### config.mk
export PLATFORM = sky130hd
export DESIGN_NAME = knr_ctrl
export DESIGN_NICKNAME = d
export VERILOG_FILES = /design/src/rtl/core/knr_pkg.sv /design/src/rtl/core/knr_ctrl.sv
export SDC_FILE = /design/constraint.sdc
export NUM_CORES = 1
export LEC_CHECK = 0
export BUFFER_PORTS_ARGS = -buffer_cell sky130_fd_sc_hd__buf_4
export CAP_MARGIN = 30
export CORE_MARGIN = 4
export CORE_UTILIZATION = 45
export DETAILED_ROUTE_END_ITERATION = 7
export MAX_ROUTING_LAYER = met4
export PLACE_DENSITY_LB_ADDON = 0.2
export RECOVER_POWER = 25
export SLEW_MARGIN = 20
export SYNTH_ARGS = -nofsm -noshare
export SYNTH_HDL_FRONTEND = slang
export SYNTH_SLANG_ARGS = --single-unit
export TNS_END_PERCENT = 1
### constraint.sdc
create_clock -name clock -period 2.31 [get_ports clock]
set_input_delay 0.462 -clock clock [delete_from_list [all_inputs] [get_ports clock]]
set_output_delay 0.462 -clock clock [all_outputs]
set_load 0.02 [all_outputs]
### src/rtl/core/knr_pkg.sv
`timescale 1ns / 1ps
`default_nettype none
package knr_pkg;

   typedef enum logic [4:0] {
      ST_IDLE,
      ST_INIT_DIV,
      ST_INIT_WAIT,
      ST_TEST,
      ST_PREP,
      ST_POW_P,
      ST_POW_P_WAIT,
      ST_POW_PP,
      ST_POW_PP_WAIT,
      ST_POW_PM,
      ST_POW_PM_WAIT,
      ST_DERIV,
      ST_STEP_MUL,
      ST_STEP_MUL_WAIT,
      ST_STEP_DIV,
      ST_STEP_DIV_WAIT,
      ST_UPDATE,
      ST_RECIP,
      ST_RECIP_WAIT,
      ST_DONE
   } state_type;

   // which operand set the shared units work on
   typedef enum logic [1:0] {
      POW_X,
      POW_XP,
      POW_XM
   } pow_sel_type;

   typedef enum logic [1:0] {
      DIV_INIT,
      DIV_STEP,
      DIV_RECIP
   } div_sel_type;

   typedef struct packed {
      logic        load;
      logic        test;
      logic        prep;
      logic        pow_start;
      pow_sel_type pow_sel;
      logic        deriv;
      logic        mul_start;
      logic        div_start;
      div_sel_type div_sel;
      logic        update;
      logic        recip_zero;
      logic        finish;
   } cmd_type;

   typedef struct packed {
      logic bad_order;
      logic neg;
      logic conv;
      logic limit_hit;
      logic deriv_zero;
      logic x_zero;
      logic pow_done;
      logic mul_done;
      logic div_done;
   } sts_type;

   localparam int CFG_STEP_SIZE = 0;
   localparam int CFG_TOLERANCE = 1;
   localparam int CFG_ITER_LIMIT = 2;

endpackage
`default_nettype wire

### src/rtl/core/knr_ctrl.sv
`timescale 1ns / 1ps
`default_nettype none
module knr_ctrl (
   input  wire logic              clock,
   input  wire logic              reset,
   input  wire logic              req_valid,
   output logic                   req_stall,
   output logic                   rsp_valid,
   input  wire logic              rsp_stall,
   output knr_pkg::cmd_type       cmd,
   input  knr_pkg::sts_type       sts
);
   knr_pkg::state_type state_ff, state_in;

   always_ff @(posedge clock) begin
      if (reset) state_ff <= knr_pkg::ST_IDLE;
      else       state_ff <= state_in;
   end

   always_comb begin
      state_in    = state_ff;
      cmd         = '0;
      cmd.pow_sel = knr_pkg::POW_X;
      cmd.div_sel = knr_pkg::DIV_INIT;
      req_stall   = 1'b1;
      rsp_valid   = 1'b0;
      unique case (state_ff)
         knr_pkg::ST_IDLE: begin
            req_stall = 1'b0;
            if (req_valid) begin
               cmd.load = 1'b1;
               state_in = knr_pkg::ST_INIT_DIV;
            end
         end
         knr_pkg::ST_INIT_DIV: begin
            if (sts.bad_order) begin
               cmd.finish = 1'b1;
               state_in   = knr_pkg::ST_DONE;
            end else begin
               cmd.div_start = 1'b1;
               state_in      = knr_pkg::ST_INIT_WAIT;
            end
         end
         knr_pkg::ST_INIT_WAIT: if (sts.div_done) state_in = knr_pkg::ST_TEST;
         knr_pkg::ST_TEST: begin
            cmd.test = 1'b1;
            if (sts.conv || sts.limit_hit) state_in = knr_pkg::ST_RECIP;
            else                          state_in = knr_pkg::ST_PREP;
         end
         knr_pkg::ST_PREP: begin
            cmd.prep = 1'b1;
            state_in = knr_pkg::ST_POW_P;
         end
         knr_pkg::ST_POW_P: begin
            cmd.pow_start = 1'b1;
            state_in      = knr_pkg::ST_POW_P_WAIT;
         end
         knr_pkg::ST_POW_P_WAIT: if (sts.pow_done) state_in = knr_pkg::ST_POW_PP;
         knr_pkg::ST_POW_PP: begin
            cmd.pow_sel   = knr_pkg::POW_XP;
            cmd.pow_start = 1'b1;
            state_in      = knr_pkg::ST_POW_PP_WAIT;
         end
         knr_pkg::ST_POW_PP_WAIT: begin
            cmd.pow_sel = knr_pkg::POW_XP;
            if (sts.pow_done) state_in = knr_pkg::ST_POW_PM;
         end
         knr_pkg::ST_POW_PM: begin
            cmd.pow_sel   = knr_pkg::POW_XM;
            cmd.pow_start = 1'b1;
            state_in      = knr_pkg::ST_POW_PM_WAIT;
         end
         knr_pkg::ST_POW_PM_WAIT: begin
            cmd.pow_sel = knr_pkg::POW_XM;
            if (sts.pow_done) state_in = knr_pkg::ST_DERIV;
         end
         knr_pkg::ST_DERIV: begin
            cmd.deriv = 1'b1;
            // a flat derivative ends the search on the current iterate
            if (sts.deriv_zero) state_in = knr_pkg::ST_RECIP;
            else                state_in = knr_pkg::ST_STEP_MUL;
         end
         knr_pkg::ST_STEP_MUL: begin
            cmd.mul_start = 1'b1;
            state_in      = knr_pkg::ST_STEP_MUL_WAIT;
         end
         knr_pkg::ST_STEP_MUL_WAIT: if (sts.mul_done) state_in = knr_pkg::ST_STEP_DIV;
         knr_pkg::ST_STEP_DIV: begin
            cmd.div_sel   = knr_pkg::DIV_STEP;
            cmd.div_start = 1'b1;
            state_in      = knr_pkg::ST_STEP_DIV_WAIT;
         end
         knr_pkg::ST_STEP_DIV_WAIT: begin
            cmd.div_sel = knr_pkg::DIV_STEP;
            if (sts.div_done) state_in = knr_pkg::ST_UPDATE;
         end
         knr_pkg::ST_UPDATE: begin
            cmd.div_sel = knr_pkg::DIV_STEP;
            cmd.update  = 1'b1;
            state_in    = knr_pkg::ST_TEST;
         end
         knr_pkg::ST_RECIP: begin
            cmd.div_sel = knr_pkg::DIV_RECIP;
            if (!sts.neg) begin
               state_in = knr_pkg::ST_DONE;
            end else if (sts.x_zero) begin
               cmd.recip_zero = 1'b1;
               state_in       = knr_pkg::ST_DONE;
            end else begin
               cmd.div_start = 1'b1;
               state_in      = knr_pkg::ST_RECIP_WAIT;
            end
         end
         knr_pkg::ST_RECIP_WAIT: begin
            cmd.div_sel = knr_pkg::DIV_RECIP;
            if (sts.div_done) state_in = knr_pkg::ST_DONE;
         end
         knr_pkg::ST_DONE: begin
            cmd.div_sel = knr_pkg::DIV_RECIP;
            rsp_valid   = 1'b1;
            if (!rsp_stall) state_in = knr_pkg::ST_IDLE;
         end
         default: state_in = knr_pkg::ST_IDLE;
      endcase
   end
endmodule
`default_nettype wire

Word level (Yosys, flattened, before mapping)
Cells that the tools add are included. Widths: inputs -> output; s select.

Equal/unequal tests: 28. Mux-type cells: 36. Reductions and logical operators: 8.

Operators by type and width (number): $pmux 5 s20 (1); $mux 5 (13); $eq 5x4->1 const B (8); $eq 5x3->1 const B (4); $eq 5x5->1 const B (4); $mux 1 (19); $ne 2x2->1 const B (9); $eq 5x2->1 const B (2); $reduce_and 9->1 (1); $reduce_or 3->1 (3); $pmux 2 s2 (2); $eq 5x1->1 const B (1); $logic_not 5->1 (1); $reduce_or 2->1 (2); $pmux 1 s3 (1); $logic_or 1x1->1 (1).

Flip-flop bits (word level): 5. Input port bits: 13. Output and inout bits: 16. Logic and storage cells: 73.

Logic depth before layout (Yosys ltp)
Depth in word-level cells: 3. Gate-level depth with buffers: 7. Mapped depth without buffers: 5.

Worst setup path after synthesis
OpenSTA, ideal clock, no wires.

Path kind: register to output. Start point: register state_ff[3]. End point: output port cmd[3] in the netlist's numbering. Data arrival time: 1.586 ns. Data required time: 1.848 ns. Setup slack: 0.262 ns. Cell stages (with the launch flop): 5. Path buffers: 1. Cells stage by stage: dfxtp_1 -> buf_2 -> or2_2 -> nor3_1 -> o21bai_1.

RTL lines: from (decl) (line knr_ctrl.sv:13) `knr_pkg::state_type state_ff, state_in;`; from (signal assigned) (line knr_ctrl.sv:16) `if (reset) state_ff <= knr_pkg::ST_IDLE;`; from (signal assigned) (line knr_ctrl.sv:17) `else state_ff <= state_in;`; to (decl) (line knr_ctrl.sv:10) `output knr_pkg::cmd_type cmd,`.

==> metrics.log <==
[metrics] crit path time final: 2.06 ns
[metrics] commonest cells after routing, fill and taps aside: buf_4, nand2_1, nor2_1, o21ai_0, nor3_1
[metrics] Reg clk slew, reported paths: 0.04 ns
[metrics] length of the first detailed-routing pass in iterations: 4
[metrics] maximum clock frequency: 486 MHz
[metrics] sequential standard cell area: 100 um^2
[metrics] worst path arrival time: 1.59 ns
[metrics] # clock sinks: 5
[metrics] Critical Path, Cell by Cell: buf_4 > nor2_1 > mux2_2 > and3_1 > buf_4
[metrics] clock tree root driver cell: clkbuf_4
[metrics] Reg with most FFs: state_ff
[metrics] max FFs per register: 5
[metrics] Yosys top cell area share: 16.1%
[metrics] actual slew at the worst max-slew pin: 0.266 ns
[metrics] FF+latch count, synth: 5
[metrics] grt ovf: 0
[metrics] Post-Syn Nets: 111
[metrics] number of DRC markers after the initial detailed-route iteration: 16
[metrics] Total Negative Setup Slacks: 0 ns
[metrics] crit-path max FO: 12
[metrics] most used cell, CP: buf_4
[metrics] final number of max-transition violations: 0
[metrics] Area Growth Syn to Fin: 39.4%
[metrics] maximum buffer depth of the clock tree: 2
[metrics] Routed wire per std cell: 13.3 um
[metrics] number of antenna violations at the first check in global routing: 0
[metrics] number of fill cells in the layout: 125
[metrics] fraction of final layout cells with drive strength greater than 1: 29.9%
[metrics] Placer Congestion: 0.905
[metrics] number of buffers added for setup after CTS: 0
[metrics] Crit path required time: 1.85 ns
[metrics] effective utilization at floorplan: 47.9%
[metrics] Static Leakage: 0.386 nW
[metrics] slowest cell on the critical path: dfxtp_1
[metrics] number of vias in the routed layout: 816
[metrics] Post-DP HPWL: 1490 um
[metrics] floorplan die width: 45.2 um
[metrics] Post-synth ARST share: 0%
[metrics] antenna-violating nets left: 0
[metrics] H-tree depth reported by CTS: 1
[metrics] RSZ-0062 raised after global routing: false
[metrics] library cell with the largest summed area after synthesis: dfxtp_1
[metrics] number of global-route vias before repair: 707
[metrics] main flop type after synthesis: dfxtp_1
[metrics] most common library cell in the layout ignoring fill and taps: buf_4
[metrics] Port Buffer Count: 28
[metrics] number of instances in the synthesized netlist: 98
[metrics] remaining design rule violation count: 0
[metrics] count of flip-flops with a built-in enable after synthesis: 0
[metrics] Critical Path Sink Type: output port
[metrics] total CTS buffers: 3
[metrics] final core occ: 66.7%
[metrics] Avg Inst Size Synth: 6.36 um^2
[metrics] fraction of the cycle the final worst path needs: 89.0%
[metrics] Post-CTS Hold Buffers: 0
[metrics] total global routing track utilization: 20.3%
[metrics] vias per inst: 5.75
[metrics] Hold WC Path Type: in2reg
[metrics] chip height: 45.2 um
[metrics] MaxCap Viol Count: 0
[metrics] largest registers: state_ff x5
[metrics] run status: completed
[metrics] final worst clock skew: 0.00232 ns
[metrics] Resized cells post-CTS: 0
[metrics] Antenna diodes: 0
[metrics] library cells used by synthesis: 36
[metrics] largest cells by area after synthesis: dfxtp_1, o21ai_0, nand2_1
[metrics] delay of the slowest critical-path stage: 0.45 ns
[metrics] hold violation count in the final report: 0
[metrics] Core Box Area: 1300 um^2
[metrics] sequential cell area fraction in the yosys report: 16.1%
[metrics] VDD IR max: 0.414 mV
[metrics] die area: 2040 um^2
[metrics] Cell Pwr Density: 957 nW/um^2
[metrics] area of the mapped netlist: 623 um^2
[metrics] relative slew slack: 82.2%
[metrics] row cnt: 13
[metrics] CTS tree: built
[metrics] largest net degree at the start of global routing: 14
[metrics] number of warning messages in the yosys log: 0
[metrics] Final Net Count: 141
[metrics] area of the multi-input gates: 472 um^2
[metrics] first-pass GRT wire length: 3040 um
[metrics] wirelength, routed: 1890 um
[metrics] clock network latency to the later pin of the worst-skew pair: 0.24 ns
[metrics] io pins: 29
[metrics] Crit Path Class: reg2out
[metrics] number of setup violations in the final report: 0
[metrics] sort of element at the start of the critical path: register
-- metrics by stage --
stage / cells / power (mW) / cell area (um^2) / setup slack, ns / hold slack (ns)
6_report: 142 / 0.831 / 868 / 0.253 / 0.434
5_1_grt: 142 / 0.907 / 868 / 0.160 / 0.432
4_1_cts: 142 / 0.852 / 880 / 0.254 / 0.422
3_5_place_dp: 138 / 0.748 / 853 / 0.394 / 0.603
3_3_place_gp: 138 / 0.742 / 853 / 0.440 / 0.609
2_1_floorplan: 98 / 0.557 / 623 / 0.262 / 0.531
-- routing by layer --
layer,GRT usage [%],up-vias,part of all wire (%)
li1,-,413,-
met1,25.3,374,45
met2,34.7,29,49
met3,1.59,0,6.4
met4,5.85,0,0
met5,-,-,0
-- area by class of cell --
type / count / area share, %
Clock buffer: 4 / 3.03
Timing Repair Buffer: 33 / 27.2
Tap cell: 15 / 2.16
Sequential cell: 5 / 11.5
Multi-Input combinational cell: 81 / 54.3
Inverter: 4 / 1.73
-- cell families after synthesis --
kind of cell	count (synthesis)	synth area share, %
flops	5	16.1
compound gates	25	26.3
mux	1	1.81
simple gates	54	46.2
xor+xnor	1	1.41
buf+inv	12	8.23
-- synthesized netlist by cell type (2+ instances only) --
master / count
a21oi_1: 4
and3_1: 4
clkbuf_1: 5
dfxtp_1: 5
inv_1: 4
nand2_1: 10
nand2b_1: 5
nand3_1: 3
nand3b_1: 3
nor2_1: 9
nor2b_1: 3
nor3_1: 7
nor4_1: 2
o21ai_0: 9
o21bai_1: 2
or2_2: 2
or3_1: 2
-- power breakdown --
group / internal [mW] / switching, mW
Sequential: 0.114 / 0.0389
Combinational: 0.232 / 0.348
Clock: 0.0651 / 0.0332
-- path summary, 6_finish.rpt --
check / from / endpoint / slack, ns / cells past startpoint
worst min-delay path: reset / state_ff[2]$_SDFFE_PP0P_ / 0.43 / 2
worst max register to register: state_ff[3]$_SDFFE_PP0P_ / state_ff[4]$_SDFFE_PP0P_ / 0.37 / 5
worst min register to register: state_ff[1]$_SDFFE_PP0P_ / state_ff[1]$_SDFFE_PP0P_ / 0.61 / 2
worst max-delay path: state_ff[1]$_SDFFE_PP0P_ / cmd[10] / 0.25 / 5
-- worst max-delay path, delay by kind of cell, from the launching register on --
kind / cells / cell delay [ns]
flops: 1 / 0.45
buf+inv: 2 / 0.39
simple gates: 2 / 0.26
mux: 1 / 0.26
Note: power is estimated with default switching activity, not from simulation.
